===== src/rtl/bdc_pkg.sv =====
// ----------------------------------------------------------------------------
// bdc_pkg : shared types and constants of the business day counter
// Holds the controller state type, the command and status structs between
// controller and datapath, calendar tables and the reciprocal constants.
// ----------------------------------------------------------------------------
`default_nettype none

package bdc_pkg;

  // field widths
  localparam int unsigned YEAR_W  = 14;
  localparam int unsigned MONTH_W = 4;
  localparam int unsigned DAY_W   = 5;
  localparam int unsigned WDAY_W  = 3;
  localparam int unsigned COUNT_W = 22;

  // channel widths, packed fields filled up to whole bytes
  localparam int unsigned IN_DATA_W  = 48;
  localparam int unsigned OUT_DATA_W = 24;

  // saturation limit of the tally
  localparam logic [COUNT_W-1:0] COUNT_MAX = {COUNT_W{1'b1}};

  // calendar constants
  localparam logic [MONTH_W-1:0] MONTH_JAN = 4'd1;
  localparam logic [MONTH_W-1:0] MONTH_FEB = 4'd2;
  localparam logic [MONTH_W-1:0] MONTH_DEC = 4'd12;
  localparam logic [DAY_W-1:0]   DAY_FIRST = 5'd1;
  localparam int unsigned        DIV25     = 25;
  localparam int unsigned        DIV7      = 7;
  localparam int unsigned        YEAR_BIAS = 400;

  // reciprocals, rounded down: 5242 / 2^17 ~ 1/25, 9362 / 2^16 ~ 1/7
  localparam int unsigned RECIP25   = 5242;
  localparam int unsigned RECIP25_SH = 17;
  localparam int unsigned RECIP7    = 9362;
  localparam int unsigned RECIP7_SH = 16;

  // weekday codes, 0 is sunday
  localparam logic [WDAY_W-1:0] WD_SUN = 3'd0;
  localparam logic [WDAY_W-1:0] WD_MON = 3'd1;
  localparam logic [WDAY_W-1:0] WD_FRI = 3'd5;
  localparam logic [WDAY_W-1:0] WD_SAT = 3'd6;

  // controller states
  typedef enum logic [3:0] {
    ST_IDLE,
    ST_MOD25,
    ST_LEAP,
    ST_NORM,
    ST_DIV,
    ST_CORR,
    ST_SUM,
    ST_MOD7,
    ST_WDAY,
    ST_WALK,
    ST_DONE
  } bdc_state_t;

  // controller to datapath
  typedef struct packed {
    logic load;   // capture a new item
    logic mod25;  // year / 25 estimates
    logic leap;   // year mod 25 and leap flags
    logic norm;   // clamp days, shifted year
    logic div;    // century estimates, order compare
    logic corr;   // century corrections
    logic sum;    // weekday sum
    logic mod7;   // sum / 7 estimate
    logic wday;   // start weekday
    logic walk;   // one calendar day
    logic emit;   // load the output register
  } bdc_cmd_t;

  // datapath to controller
  typedef struct packed {
    logic order_err;  // end precedes start
    logic at_end;     // walk date equals end date
    logic out_free;   // output register can take a result
  } bdc_status_t;

  // leap test from the year and its residue mod 25
  function automatic logic is_leap(input logic [YEAR_W-1:0] y, input logic [DAY_W-1:0] m25);
    is_leap = (y[1:0] == 2'b00) && ((m25 != '0) || (y[3:0] == 4'b0000));
  endfunction

  // days in a month
  function automatic logic [DAY_W-1:0] month_len(input logic [MONTH_W-1:0] m,
                                                 input logic leap);
    case (m)
      4'd4, 4'd6, 4'd9, 4'd11: month_len = 5'd30;
      4'd2:                    month_len = leap ? 5'd29 : 5'd28;
      default:                 month_len = 5'd31;
    endcase
  endfunction

  // days from march 1 to the first of the month
  function automatic logic [8:0] month_offset(input logic [MONTH_W-1:0] m);
    case (m)
      4'd1:    month_offset = 9'd306;
      4'd2:    month_offset = 9'd337;
      4'd3:    month_offset = 9'd0;
      4'd4:    month_offset = 9'd31;
      4'd5:    month_offset = 9'd61;
      4'd6:    month_offset = 9'd92;
      4'd7:    month_offset = 9'd122;
      4'd8:    month_offset = 9'd153;
      4'd9:    month_offset = 9'd184;
      4'd10:   month_offset = 9'd214;
      4'd11:   month_offset = 9'd245;
      default: month_offset = 9'd275;
    endcase
  endfunction

  // month forced into 1..12
  function automatic logic [MONTH_W-1:0] clamp_month(input logic [MONTH_W-1:0] m);
    if (m < MONTH_JAN) begin
      clamp_month = MONTH_JAN;
    end else if (m > MONTH_DEC) begin
      clamp_month = MONTH_DEC;
    end else begin
      clamp_month = m;
    end
  endfunction

endpackage

`default_nettype wire


===== src/rtl/business_day_counter.sv =====
// ----------------------------------------------------------------------------
// business_day_counter : monday-to-friday count between two gregorian dates
// One item carries a start and an end date; one result item carries the
// number of weekdays in the span, both ends included, and an order flag.
//
// Usage
//   in_*  : start and end date, accepted on in_tvalid & in_tready
//   out_* : weekday count and order flag, one result per input item
//   Out-of-range months and days are clamped into the month before use.
//   An end date before the start date returns a zero count, order flag set.
// Sequence
//   After acceptance the set-up steps run (year residues, leap years, start
//   weekday by reciprocal multiplies), then the walk loop steps through each
//   calendar day of the span, then the result is loaded into the output
//   register once it is free. Out-of-order dates skip the walk loop.
//   The sequencer works on one item at a time.
// Reset and stalls
//   rst_n returns the sequencer to idle and drops out_tvalid. A finished
//   result waits in the output register; the next item is taken meanwhile,
//   and its own result waits in the sequencer until the register frees.
// ----------------------------------------------------------------------------
`default_nettype none

module business_day_counter
  import bdc_pkg::*;
(
  input  wire                   clk,
  input  wire                   rst_n,
  // start_year[13:0], start_month[17:14], start_day[22:18],
  // end_year[36:23], end_month[40:37], end_day[45:41], zero fill
  input  wire  [IN_DATA_W-1:0]  in_tdata,
  input  wire                   in_tvalid,
  output logic                  in_tready,
  // weekday_count[21:0], order_error[22], zero fill
  output logic [OUT_DATA_W-1:0] out_tdata,
  output logic                  out_tvalid,
  input  wire                   out_tready
);

  bdc_cmd_t    cmd;
  bdc_status_t status;

  // sequencer
  bdc_ctrl u_ctrl (
    .clk       (clk),
    .rst_n     (rst_n),
    .in_tvalid (in_tvalid),
    .in_tready (in_tready),
    .status    (status),
    .cmd       (cmd)
  );

  // date arithmetic and walk
  bdc_dp u_dp (
    .clk        (clk),
    .rst_n      (rst_n),
    .in_tdata   (in_tdata),
    .cmd        (cmd),
    .status     (status),
    .out_tvalid (out_tvalid),
    .out_tready (out_tready),
    .out_tdata  (out_tdata)
  );

endmodule

`default_nettype wire


===== src/rtl/bdc_ctrl.sv =====
// ----------------------------------------------------------------------------
// bdc_ctrl : sequencer of the business day counter
// Steps the datapath through date set-up, the start weekday, the day walk
// and the hand-over of the result to the output register.
// ----------------------------------------------------------------------------
`default_nettype none

module bdc_ctrl
  import bdc_pkg::*;
(
  input  wire         clk,
  input  wire         rst_n,
  input  wire         in_tvalid,
  output logic        in_tready,
  input  bdc_status_t status,
  output bdc_cmd_t    cmd
);

  bdc_state_t state_r, state_nxt;

  // state register
  always_ff @(posedge clk) begin
    if (!rst_n) begin
      state_r <= ST_IDLE;
    end else begin
      state_r <= state_nxt;
    end
  end

  // next state and commands
  always_comb begin
    state_nxt = state_r;
    cmd       = '0;
    in_tready = 1'b0;
    case (state_r)
      ST_IDLE: begin
        in_tready = 1'b1;
        if (in_tvalid) begin
          cmd.load  = 1'b1;
          state_nxt = ST_MOD25;
        end
      end
      ST_MOD25: begin
        cmd.mod25 = 1'b1;
        state_nxt = ST_LEAP;
      end
      ST_LEAP: begin
        cmd.leap  = 1'b1;
        state_nxt = ST_NORM;
      end
      ST_NORM: begin
        cmd.norm  = 1'b1;
        state_nxt = ST_DIV;
      end
      ST_DIV: begin
        cmd.div   = 1'b1;
        state_nxt = ST_CORR;
      end
      ST_CORR: begin
        cmd.corr  = 1'b1;
        state_nxt = ST_SUM;
      end
      ST_SUM: begin
        cmd.sum   = 1'b1;
        state_nxt = ST_MOD7;
      end
      ST_MOD7: begin
        cmd.mod7  = 1'b1;
        state_nxt = ST_WDAY;
      end
      ST_WDAY: begin
        cmd.wday  = 1'b1;
        state_nxt = status.order_err ? ST_DONE : ST_WALK;
      end
      ST_WALK: begin
        cmd.walk = 1'b1;
        if (status.at_end) begin
          state_nxt = ST_DONE;
        end
      end
      ST_DONE: begin
        if (status.out_free) begin
          cmd.emit  = 1'b1;
          state_nxt = ST_IDLE;
        end
      end
      default: begin
        state_nxt = ST_IDLE;
      end
    endcase
  end

endmodule

`default_nettype wire


===== src/rtl/bdc_dp.sv =====
// ----------------------------------------------------------------------------
// bdc_dp : datapath of the business day counter
// Date registers, residue arithmetic for leap years and the start weekday,
// the day-by-day walk with its weekday tally, and the output register.
// ----------------------------------------------------------------------------
`default_nettype none

module bdc_dp
  import bdc_pkg::*;
(
  input  wire                   clk,
  input  wire                   rst_n,
  input  wire  [IN_DATA_W-1:0]  in_tdata,
  input  bdc_cmd_t              cmd,
  output bdc_status_t           status,
  output logic                  out_tvalid,
  input  wire                   out_tready,
  output logic [OUT_DATA_W-1:0] out_tdata
);

  // dates, the start date doubles as the walk date
  logic [YEAR_W-1:0]  sy_r, ey_r;
  logic [MONTH_W-1:0] sm_r, em_r;
  logic [DAY_W-1:0]   sd_r, ed_r;

  // residue arithmetic
  logic [9:0]         sq25_r, eq25_r;
  logic [DAY_W-1:0]   s_mod25_r;
  logic               e_leap_r;
  logic [14:0]        yy_r;
  logic [7:0]         q100_r;
  logic [5:0]         q400_r;
  logic               err_r;
  logic [14:0]        sum_r;
  logic [11:0]        q7_r;

  // walk
  logic [WDAY_W-1:0]  wd_r;
  logic [COUNT_W-1:0] tally_r;

  // output register
  logic               out_tvalid_r;
  logic [COUNT_W-1:0] out_count_r;
  logic               out_err_r;

  // combinational helpers
  logic [27:0]        sprod, eprod;
  logic [13:0]        s_rem, e_rem;
  logic [DAY_W-1:0]   s_mod25, e_mod25;
  logic               s_leap;
  logic [DAY_W-1:0]   s_len, e_len, walk_len;
  logic [12:0]        x100;
  logic [10:0]        x400;
  logic [25:0]        p100;
  logic [23:0]        p400;
  logic [12:0]        r100;
  logic [10:0]        r400;
  logic [28:0]        p7;
  logic [14:0]        r7;
  logic [14:0]        r7_fix;
  logic               at_end;

  // year / 25 estimates, never above the true quotient
  assign sprod = 28'(sy_r) * 28'(RECIP25);
  assign eprod = 28'(ey_r) * 28'(RECIP25);

  // one correction step brings the remainder below 25
  assign s_rem   = sy_r - 14'(sq25_r) * 14'(DIV25);
  assign e_rem   = ey_r - 14'(eq25_r) * 14'(DIV25);
  assign s_mod25 = (s_rem >= 14'(DIV25)) ? DAY_W'(s_rem - 14'(DIV25)) : DAY_W'(s_rem);
  assign e_mod25 = (e_rem >= 14'(DIV25)) ? DAY_W'(e_rem - 14'(DIV25)) : DAY_W'(e_rem);

  // month lengths for clamping and walking
  assign s_leap    = is_leap(sy_r, s_mod25_r);
  assign s_len     = month_len(sm_r, s_leap);
  assign e_len     = month_len(em_r, e_leap_r);
  assign walk_len  = s_len;

  // century terms of the shifted year
  assign x100 = yy_r[14:2];
  assign x400 = yy_r[14:4];
  assign p100 = 26'(x100) * 26'(RECIP25);
  assign p400 = 24'(x400) * 24'(RECIP25);
  assign r100 = x100 - 13'(q100_r) * 13'(DIV25);
  assign r400 = x400 - 11'(q400_r) * 11'(DIV25);

  // weekday residue
  assign p7     = 29'(sum_r) * 29'(RECIP7);
  assign r7     = sum_r - 15'(q7_r) * 15'(DIV7);
  assign r7_fix = (r7 >= 15'(DIV7)) ? r7 - 15'(DIV7) : r7;

  assign at_end = (sy_r == ey_r) && (sm_r == em_r) && (sd_r == ed_r);

  // date set-up and walk
  always_ff @(posedge clk) begin
    if (cmd.load) begin
      sy_r    <= in_tdata[13:0];
      sm_r    <= clamp_month(in_tdata[17:14]);
      sd_r    <= in_tdata[22:18];
      ey_r    <= in_tdata[36:23];
      em_r    <= clamp_month(in_tdata[40:37]);
      ed_r    <= in_tdata[45:41];
      tally_r <= '0;
    end
    if (cmd.mod25) begin
      sq25_r <= sprod[RECIP25_SH+9:RECIP25_SH];
      eq25_r <= eprod[RECIP25_SH+9:RECIP25_SH];
    end
    if (cmd.leap) begin
      s_mod25_r <= s_mod25;
      e_leap_r  <= is_leap(ey_r, e_mod25);
    end
    // day clamp and march-based year
    if (cmd.norm) begin
      if (sd_r < DAY_FIRST) begin
        sd_r <= DAY_FIRST;
      end else if (sd_r > s_len) begin
        sd_r <= s_len;
      end
      if (ed_r < DAY_FIRST) begin
        ed_r <= DAY_FIRST;
      end else if (ed_r > e_len) begin
        ed_r <= e_len;
      end
      yy_r <= 15'(sy_r) + 15'(YEAR_BIAS) - ((sm_r <= MONTH_FEB) ? 15'd1 : 15'd0);
    end
    if (cmd.div) begin
      q100_r <= p100[RECIP25_SH+7:RECIP25_SH];
      q400_r <= p400[RECIP25_SH+5:RECIP25_SH];
      err_r  <= {ey_r, em_r, ed_r} < {sy_r, sm_r, sd_r};
    end
    if (cmd.corr) begin
      if (r100 >= 13'(DIV25)) begin
        q100_r <= q100_r + 8'd1;
      end
      if (r400 >= 11'(DIV25)) begin
        q400_r <= q400_r + 6'd1;
      end
    end
    // yy + yy/4 - yy/100 + yy/400 + month offset + day + 2, taken mod 7
    if (cmd.sum) begin
      sum_r <= yy_r + 15'(x100) - 15'(q100_r) + 15'(q400_r)
             + 15'(month_offset(sm_r)) + 15'(sd_r) + 15'd2;
    end
    if (cmd.mod7) begin
      q7_r <= p7[RECIP7_SH+11:RECIP7_SH];
    end
    if (cmd.wday) begin
      wd_r <= r7_fix[WDAY_W-1:0];
    end
    // one calendar day: tally, then step to the next date
    if (cmd.walk) begin
      if ((wd_r >= WD_MON) && (wd_r <= WD_FRI) && (tally_r != COUNT_MAX)) begin
        tally_r <= tally_r + 1'b1;
      end
      if (!at_end) begin
        wd_r <= (wd_r == WD_SAT) ? WD_SUN : wd_r + 1'b1;
        if (sd_r == walk_len) begin
          sd_r <= DAY_FIRST;
          if (sm_r == MONTH_DEC) begin
            sm_r <= MONTH_JAN;
            sy_r <= sy_r + 1'b1;
            s_mod25_r <= (s_mod25_r == DAY_W'(DIV25 - 1)) ? '0 : s_mod25_r + 1'b1;
          end else begin
            sm_r <= sm_r + 1'b1;
          end
        end else begin
          sd_r <= sd_r + 1'b1;
        end
      end
    end
  end

  // output register
  always_ff @(posedge clk) begin
    if (!rst_n) begin
      out_tvalid_r <= 1'b0;
    end else if (cmd.emit) begin
      out_tvalid_r <= 1'b1;
    end else if (out_tready) begin
      out_tvalid_r <= 1'b0;
    end
  end

  always_ff @(posedge clk) begin
    if (cmd.emit) begin
      out_count_r <= err_r ? '0 : tally_r;
      out_err_r   <= err_r;
    end
  end

  assign out_tvalid = out_tvalid_r;
  assign out_tdata  = {1'b0, out_err_r, out_count_r};

  assign status.order_err = err_r;
  assign status.at_end    = at_end;
  assign status.out_free  = !out_tvalid_r || out_tready;

  // checks
  a_err_zero: assert property (@(posedge clk) disable iff (!rst_n)
    out_tvalid_r && out_err_r |-> out_count_r == '0)
    else $error("order error delivered with a non-zero count");

  a_walk_date: assert property (@(posedge clk) disable iff (!rst_n)
    cmd.walk |-> (sm_r >= MONTH_JAN) && (sm_r <= MONTH_DEC) && (sd_r >= DAY_FIRST)
                 && (sd_r <= walk_len) && (wd_r <= WD_SAT))
    else $error("walk date or weekday out of range");

  a_tally_mono: assert property (@(posedge clk) disable iff (!rst_n)
    cmd.walk |=> tally_r >= $past(tally_r))
    else $error("weekday tally went backwards");

  a_emit_free: assert property (@(posedge clk) disable iff (!rst_n)
    cmd.emit |-> !out_tvalid_r || out_tready)
    else $error("result overwrote an item not yet taken");

endmodule

`default_nettype wire

===== config.mk =====
export PLATFORM = sky130hd
export DESIGN_NAME = business_day_counter
export DESIGN_NICKNAME = d
export VERILOG_FILES = /design/src/rtl/bdc_pkg.sv /design/src/rtl/business_day_counter.sv /design/src/rtl/bdc_ctrl.sv /design/src/rtl/bdc_dp.sv
export SDC_FILE = /design/constraint.sdc
export NUM_CORES = 2
export LEC_CHECK = 0
export ABC_AREA = 1
export BUFFER_PORTS_ARGS = -buffer_cell sky130_fd_sc_hd__buf_2
export CELL_PAD_IN_SITES_DETAIL_PLACEMENT = 0
export CELL_PAD_IN_SITES_GLOBAL_PLACEMENT = 1
export CORE_MARGIN = 2
export CORE_UTILIZATION = 50
export CTS_CLUSTER_SIZE = 8
export DETAILED_ROUTE_END_ITERATION = 8
export HOLD_SLACK_MARGIN = 0.12
export PLACE_DENSITY = 0.8
export SYNTH_ARGS = -nofsm -noshare
export SYNTH_HDL_FRONTEND = slang
export SYNTH_SLANG_ARGS = --single-unit

===== constraint.sdc =====
create_clock -name clk -period 5.5 [get_ports clk]
set_input_delay 1.1 -clock clk [delete_from_list [all_inputs] [get_ports clk]]
set_output_delay 1.1 -clock clk [all_outputs]
set_load 0.02 [all_outputs]

Word-level counts from Yosys, hierarchy flattened:

Memory sizes are Yosys's and may differ from the RTL's. A register that Yosys moved wholly into a read port is not among the register bits.
Index checks and enable logic that the tools add are counted.

* register bits: 182
* bits in read-only memories: 144
* input port bits: 52
* output and inout port bits: 26
* logic and storage cells: 201
* memories kept: 1

Memories
* (no name shown): words 16, width 9, rd ports 1, clocked after Yosys merged registers in 1, wr ports 0, RTL line bdc_pkg.sv:99 `case (m)`

* add/subtract/negate cells: 24
* multipliers: 10
* $lt $le $gt $ge: 17
* equality and inequality tests: 31
* mux-type cells: 73
* reductions and logical operators: 22

Operators by type and width (count)
* 2-to-1 mux 5 bit: 19
* 2-to-1 mux 14 bit: 5
* 2-to-1 mux 22 bit: 3
* multiplier 14 x 12 -> 26 bit (second input constant): 2
* 2-to-1 mux 4 bit: 11
* case mux 4 bit (11 select lines): 1
* equality test 4 x 3 -> 1 bit (second input constant): 8
* equality test 4 bit (second input constant): 8
* subtractor 15 bit: 2
* greater-or-equal comparator 14 x 5 -> 1 bit (second input constant): 2
* multiplier 10 x 5 -> 14 bit (second input constant): 2
* subtractor 14 bit: 2
* multiplier 15 x 13 -> 27 bit (second input constant): 1
* multiplier 13 x 12 -> 24 bit (second input constant): 1
* 2-to-1 mux 8 bit: 3
* less-than comparator 23 bit: 1
* adder 22 x 1 -> 22 bit (second input constant): 1
* multiplier 11 x 12 -> 22 bit (second input constant): 1
* inequality test 22 bit (second input constant): 1
* case mux 5 bit (2 select lines): 2
* 2-to-1 mux 1 bit: 19
* 2-to-1 mux 6 bit: 3
* equality test 4 x 2 -> 1 bit (second input constant): 4
* adder 14 x 9 -> 15 bit (second input constant): 1
* other kinds (50): 74

Longest topological paths before layout:

* depth in word-level cells: 11
* gate-level depth with buffers: 26
* depth with buffers taken out: 26

Hierarchy:

From an unflattened synthesis, not the netlist that was laid out.

* cell total of the unflattened synthesis: 3855
* area total of the unflattened synthesis: 31416.4 µm²

By module, submodules not included
* bdc_dp: times used 1, cells an instance 3797, area an instance 31104.8 µm², seq. area each 4794.6 µm²
* bdc_ctrl: times used 1, cells an instance 58, area an instance 311.5 µm², seq. area each 80.1 µm²

Worst setup path after synthesis:

OpenSTA, ideal clock, no wires.

* kind: register -> register
* start: register u_dp.yy_r[13]
* end: register u_dp.q400_r[5]
* arrival time: 4.557 ns
* required time: 5.387 ns
* slack: 0.830 ns
* stages on the path, launching flop included: 21
* path buffers: 0
* period minus slack after synthesis: 4.670 ns
* cells stage by stage: edfxtp_1 > fa_1 > inv_1 > fa_1 > fa_1 > inv_1 > fa_1 > inv_1 > fa_1 > inv_1 > ha_1 > nand2_1 > nor2_1 > and2_1 > nand4_1 > nand3_1 > or2_2 > nand3_1 > o21ai_0 > nand2_1 > nand2_1

* longest elaborated chain between the ends: 4

RTL lines
* from (decl): RTL line bdc_dp.sv:30 `logic [14:0] yy_r;`
* from (signal assigned): RTL line bdc_dp.sv:125 `yy_r <= 15'(sy_r) + 15'(YEAR_BIAS) - ((sm_r <= MONTH_FEB) ? 15'd1 : 15'd0);`
* multiplier 11 x 12 -> 22 bit or subtractor 11 bit (tied branches): RTL line bdc_dp.sv:83, bdc_dp.sv:85
* 2-to-1 mux 6 bit or greater-or-equal comparator 11 x 5 -> 1 bit (tied branches): RTL line bdc_dp.sv:127, bdc_dp.sv:136
* 2-to-1 mux 6 bit: RTL line bdc_dp.sv:136 `if (r400 >= 11'(DIV25)) begin`
* 2-to-1 mux 6 bit (*): RTL line bdc_dp.sv:132 `if (cmd.corr) begin`
* to (signal assigned): RTL line bdc_dp.sv:129 `q400_r <= p400[RECIP25_SH+5:RECIP25_SH];`
* to (signal assigned): RTL line bdc_dp.sv:137 `q400_r <= q400_r + 6'd1;`
* to (decl): RTL line bdc_dp.sv:32 `logic [5:0] q400_r;`

Every way passes the cells marked *; elsewhere a longest branch is shown, timed or not.
A chain may end at the register's enable or synchronous reset.

Worst setup path in the final report:

* start: register u_dp.yy_r[10]
* end: register u_dp.q100_r[0]

* longest elaborated chain between the ends: 4

RTL lines
* multiplier 13 x 12 -> 24 bit or subtractor 13 bit (tied branches): RTL line bdc_dp.sv:82, bdc_dp.sv:84
* 2-to-1 mux 8 bit or greater-or-equal comparator 13 x 5 -> 1 bit (tied branches): RTL line bdc_dp.sv:127, bdc_dp.sv:133
* 2-to-1 mux 8 bit: RTL line bdc_dp.sv:133 `if (r100 >= 13'(DIV25)) begin`
* 2-to-1 mux 8 bit (*): RTL line bdc_dp.sv:132
* to (signal assigned): RTL line bdc_dp.sv:128 `q100_r <= p100[RECIP25_SH+7:RECIP25_SH];`
* to (signal assigned): RTL line bdc_dp.sv:134 `q100_r <= q100_r + 8'd1;`
* to (decl): RTL line bdc_dp.sv:31 `logic [7:0] q100_r;`

Marks and branches as above.

==> results.md <==
* Status: finished, final reports clean
* Global route total overflow at 0
* Register clock-pin slew on the reported worst setup and hold paths at approximately 0.080 ns
* Period Utilization, post-route at 0.941
* Ys flop type: edfxtp_1
* Die ar. at between 60000 and 70000 um^2
* Fin nets at about 4900
* Most frequent cell after synthesis: inv_1
* Worst EP required at just under 6 ns
* Yosys warns at 0
* EDFF count, synth at about 110
* Hold Path Origin: u_dp.tally_r[5]
* Crit end category: flop
* Layout cells sized above 1 at 0.0513
* Final Max Tran Viols at 0
* Final min period at 5.17 ns
* CTS buffer count at 17
* Row count at 91
* Avg Vias per Cell at between 5 and 6
* Final count of hold timing violations at 0
* CTS H-tree depth at 4
* Skew-Pair Late Insertion Delay at around 0.5 ns
* Worst Path Arrival at 5.56 ns
* Post-synthesis register bit count at about 190
* Setup Skew at ~0.015 ns
* Setup-failing EPs final at 0
* Top post-synthesis cells by count: inv_1, ha_1, nand2_1
* FMAX at approximately 190 MHz
* Vert. Die Dim at approximately 250 um
* Avg Inst Size Synth at between 8 and 9 um^2
* Synth area leaders: ha_1, fa_1, inv_1
* Hold-fix buffers, CTS at 0
* Antenna-violating nets left at 0
* Initial Utilization at 0.505
* Worst Setup Start Kind: flop
* Vias in the first global route at 23815
* Critical path origin: u_dp.yy_r[10]
* CP Class: flop to flop
* Asr flop ratio synth at 0
* Reg2reg start: u_dp.yy_r[10]
* Hold/Removal Path Class: flop to flop
* Root buffer cell: clkbuf_16
* Postcts setup bufs at 0
* Vias at approximately 24000
* Gpl congestion at between 0.8 and 0.9
* Routed wire length at 73.7 mm
* Global Route Usage Sum at 0.241
* Initial antenna violation count at 0
* Die Wd at about 250 um
* Unrepaired setup endpoints after global routing: false
* P&R area growth vs syn at 7.05%
* Fin util at 0.540
* First drt pass iteration count at 6
* Iter 0 DRT Violations at around 1100
* CP Max Fanout at 6
* Global-route wire length before repair at 121 mm
* Setup slack, reg-to-reg at approximately 0.33 ns
* Worst Tran Pin Value at 1.13 ns
* Sequential area share after synthesis at 0.157
* Post_cts resized at 0
* Unique masters post-synth at 57
* Hpwl dp at between 60 and 70 mm
* Mapped cell area at 31000 um^2
* WHS at ~0.48 ns
* Pin count of the biggest net entering global routing at a little over 70
* IO Count at just under 80
* Max cap viols at 0
* Synth Net Count at 4770
* Clk sink count at between 150 and 200
* Sum of negative setup slack at 0 ns
* TritonCTS clock tree: built
* Syn Inst Count at between 3000 and 4000
* Ant diodes at 0
* Largest area contributor in the netlist: ha_1
* Yosys top cell area share at 0.260
* Routed length per instance at 15.7 um
* DRC errors left at 0
* Max clock buf depth at 2
* Input/output buffers at 74
* Core area at 61500 um^2
* Max_slew headroom at 0.247
## cell type report
type | instances | area [um^2]
Multi-Input combinational cell | 2604 | 22500
Clock buffer | 20 | 468
Sequential cell | 191 | 4870
Timing Repair Buffer | 122 | 731
Tap cell | 790 | 988
Inverter | 951 | 3570
Clock inverter | 12 | 118
Fill cell | 5934 | 28300
## critical path, cell delays in order, from the launching register on
cell and delay [ns]:
edfxtp_1 0.62, fa_1 0.57, ha_1 0.31, inv_1 0.05
fa_1 0.48, inv_1 0.06, fa_1 0.53, inv_1 0.06
fa_1 0.56, inv_1 0.06, ha_1 0.34, nand2_1 0.08
nand2_1 0.06, a31oi_1 0.18, a21boi_0 0.32, o21ai_0 0.16
or2_2 0.30, a22oi_1 0.16, nand2_1 0.07, nand2_1 0.06
inv_1 0.04
## stage by stage
stage	std cells	area (um^2)	setup slack (ns)
after floorplan	3770	31000	0.830
after global placement	4652	32600	0.380
after detailed placement	4652	32600	0.335
after CTS	4684	33200	0.329
after global routing	4690	33200	0.0297
final	4690	33200	0.327
## final timing paths
check | endpoint | cells after the start
worst max-delay path | u_dp.q100_r[0] | 20
worst min-delay path | u_dp.tally_r[5] | 2
worst max register to register | u_dp.q100_r[0] | 20
worst min register to register | u_dp.tally_r[5] | 2
## metal layers
layer,track usage,up-vias,wire [um]
li1,-,12221,-
met1,0.326,11229,34800
met2,0.411,366,35100
met3,0.0314,73,2480
met4,0.0529,0,1290
met5,0,-,0
## cells in the final DEF (no fill, tap or decap), types with 4 or more instances in the layout
master and count:
xnor2_1 43, buf_2 74, o21ai_1 8, o21bai_1 12, fa_1 303, nor2_1 226, a31oi_1 9, nand3b_1 8
o21a_1 8, o2111ai_1 6, o31ai_1 11, xor2_1 103, o21ai_0 161, nand4_1 37, a211oi_1 7, a21oi_1 193
inv_2 12, o211ai_1 17, or2_2 12, and2_1 4, clkbuf_16 18, a21o_1 8, inv_8 4, inv_1 939
nand2_2 6, o221ai_1 6, dfxtp_1 86, o21ai_2 5, nand2_1 542, nor4_1 6, nor3_1 33, ha_1 645
nand3_1 151, edfxtp_1 105, o22ai_1 4, buf_4 48
## registers in the layout, summed over array words and instances (netlist names), named ones only
register	flops
u_dp.q400_r	6
u_dp.err_r	1
u_dp.eq25_r	10
u_dp.wd_r	3
u_dp.sq25_r	10
u_dp.out_count_r	22
u_dp.em_r	4
u_ctrl.state_r	4
u_dp.e_leap_r	1
u_dp.out_err_r	1
u_dp.s_mod25_r	5
u_dp.sy_r	14
u_dp.sum_r	15
u_dp.ey_r	14
u_dp.yy_r	15
u_dp.q7_r	12
u_dp.sd_r	5
u_dp.ed_r	5
u_dp.q100_r	8
u_dp.sm_r	4
u_dp.tally_r	22
u_dp.out_tvalid	1
## logic make-up (layout without fill, tap and decap cells)
group,count (synthesis),in the layout,share of synthesized area
XOR/XNOR,147,147,0.0417
flip-flops,191,191,0.157
buffers and inverters,975,1105,0.119
other,1,1,0.000121
adder cells (fa/ha/maj),948,948,0.456
AO/OA/AOI/OAI,469,469,0.0853
AND/OR/NAND/NOR,1039,1039,0.141
Power is not shown: default switching activity piles up to over one toggle a cycle in this logic, so the estimate is an artifact.
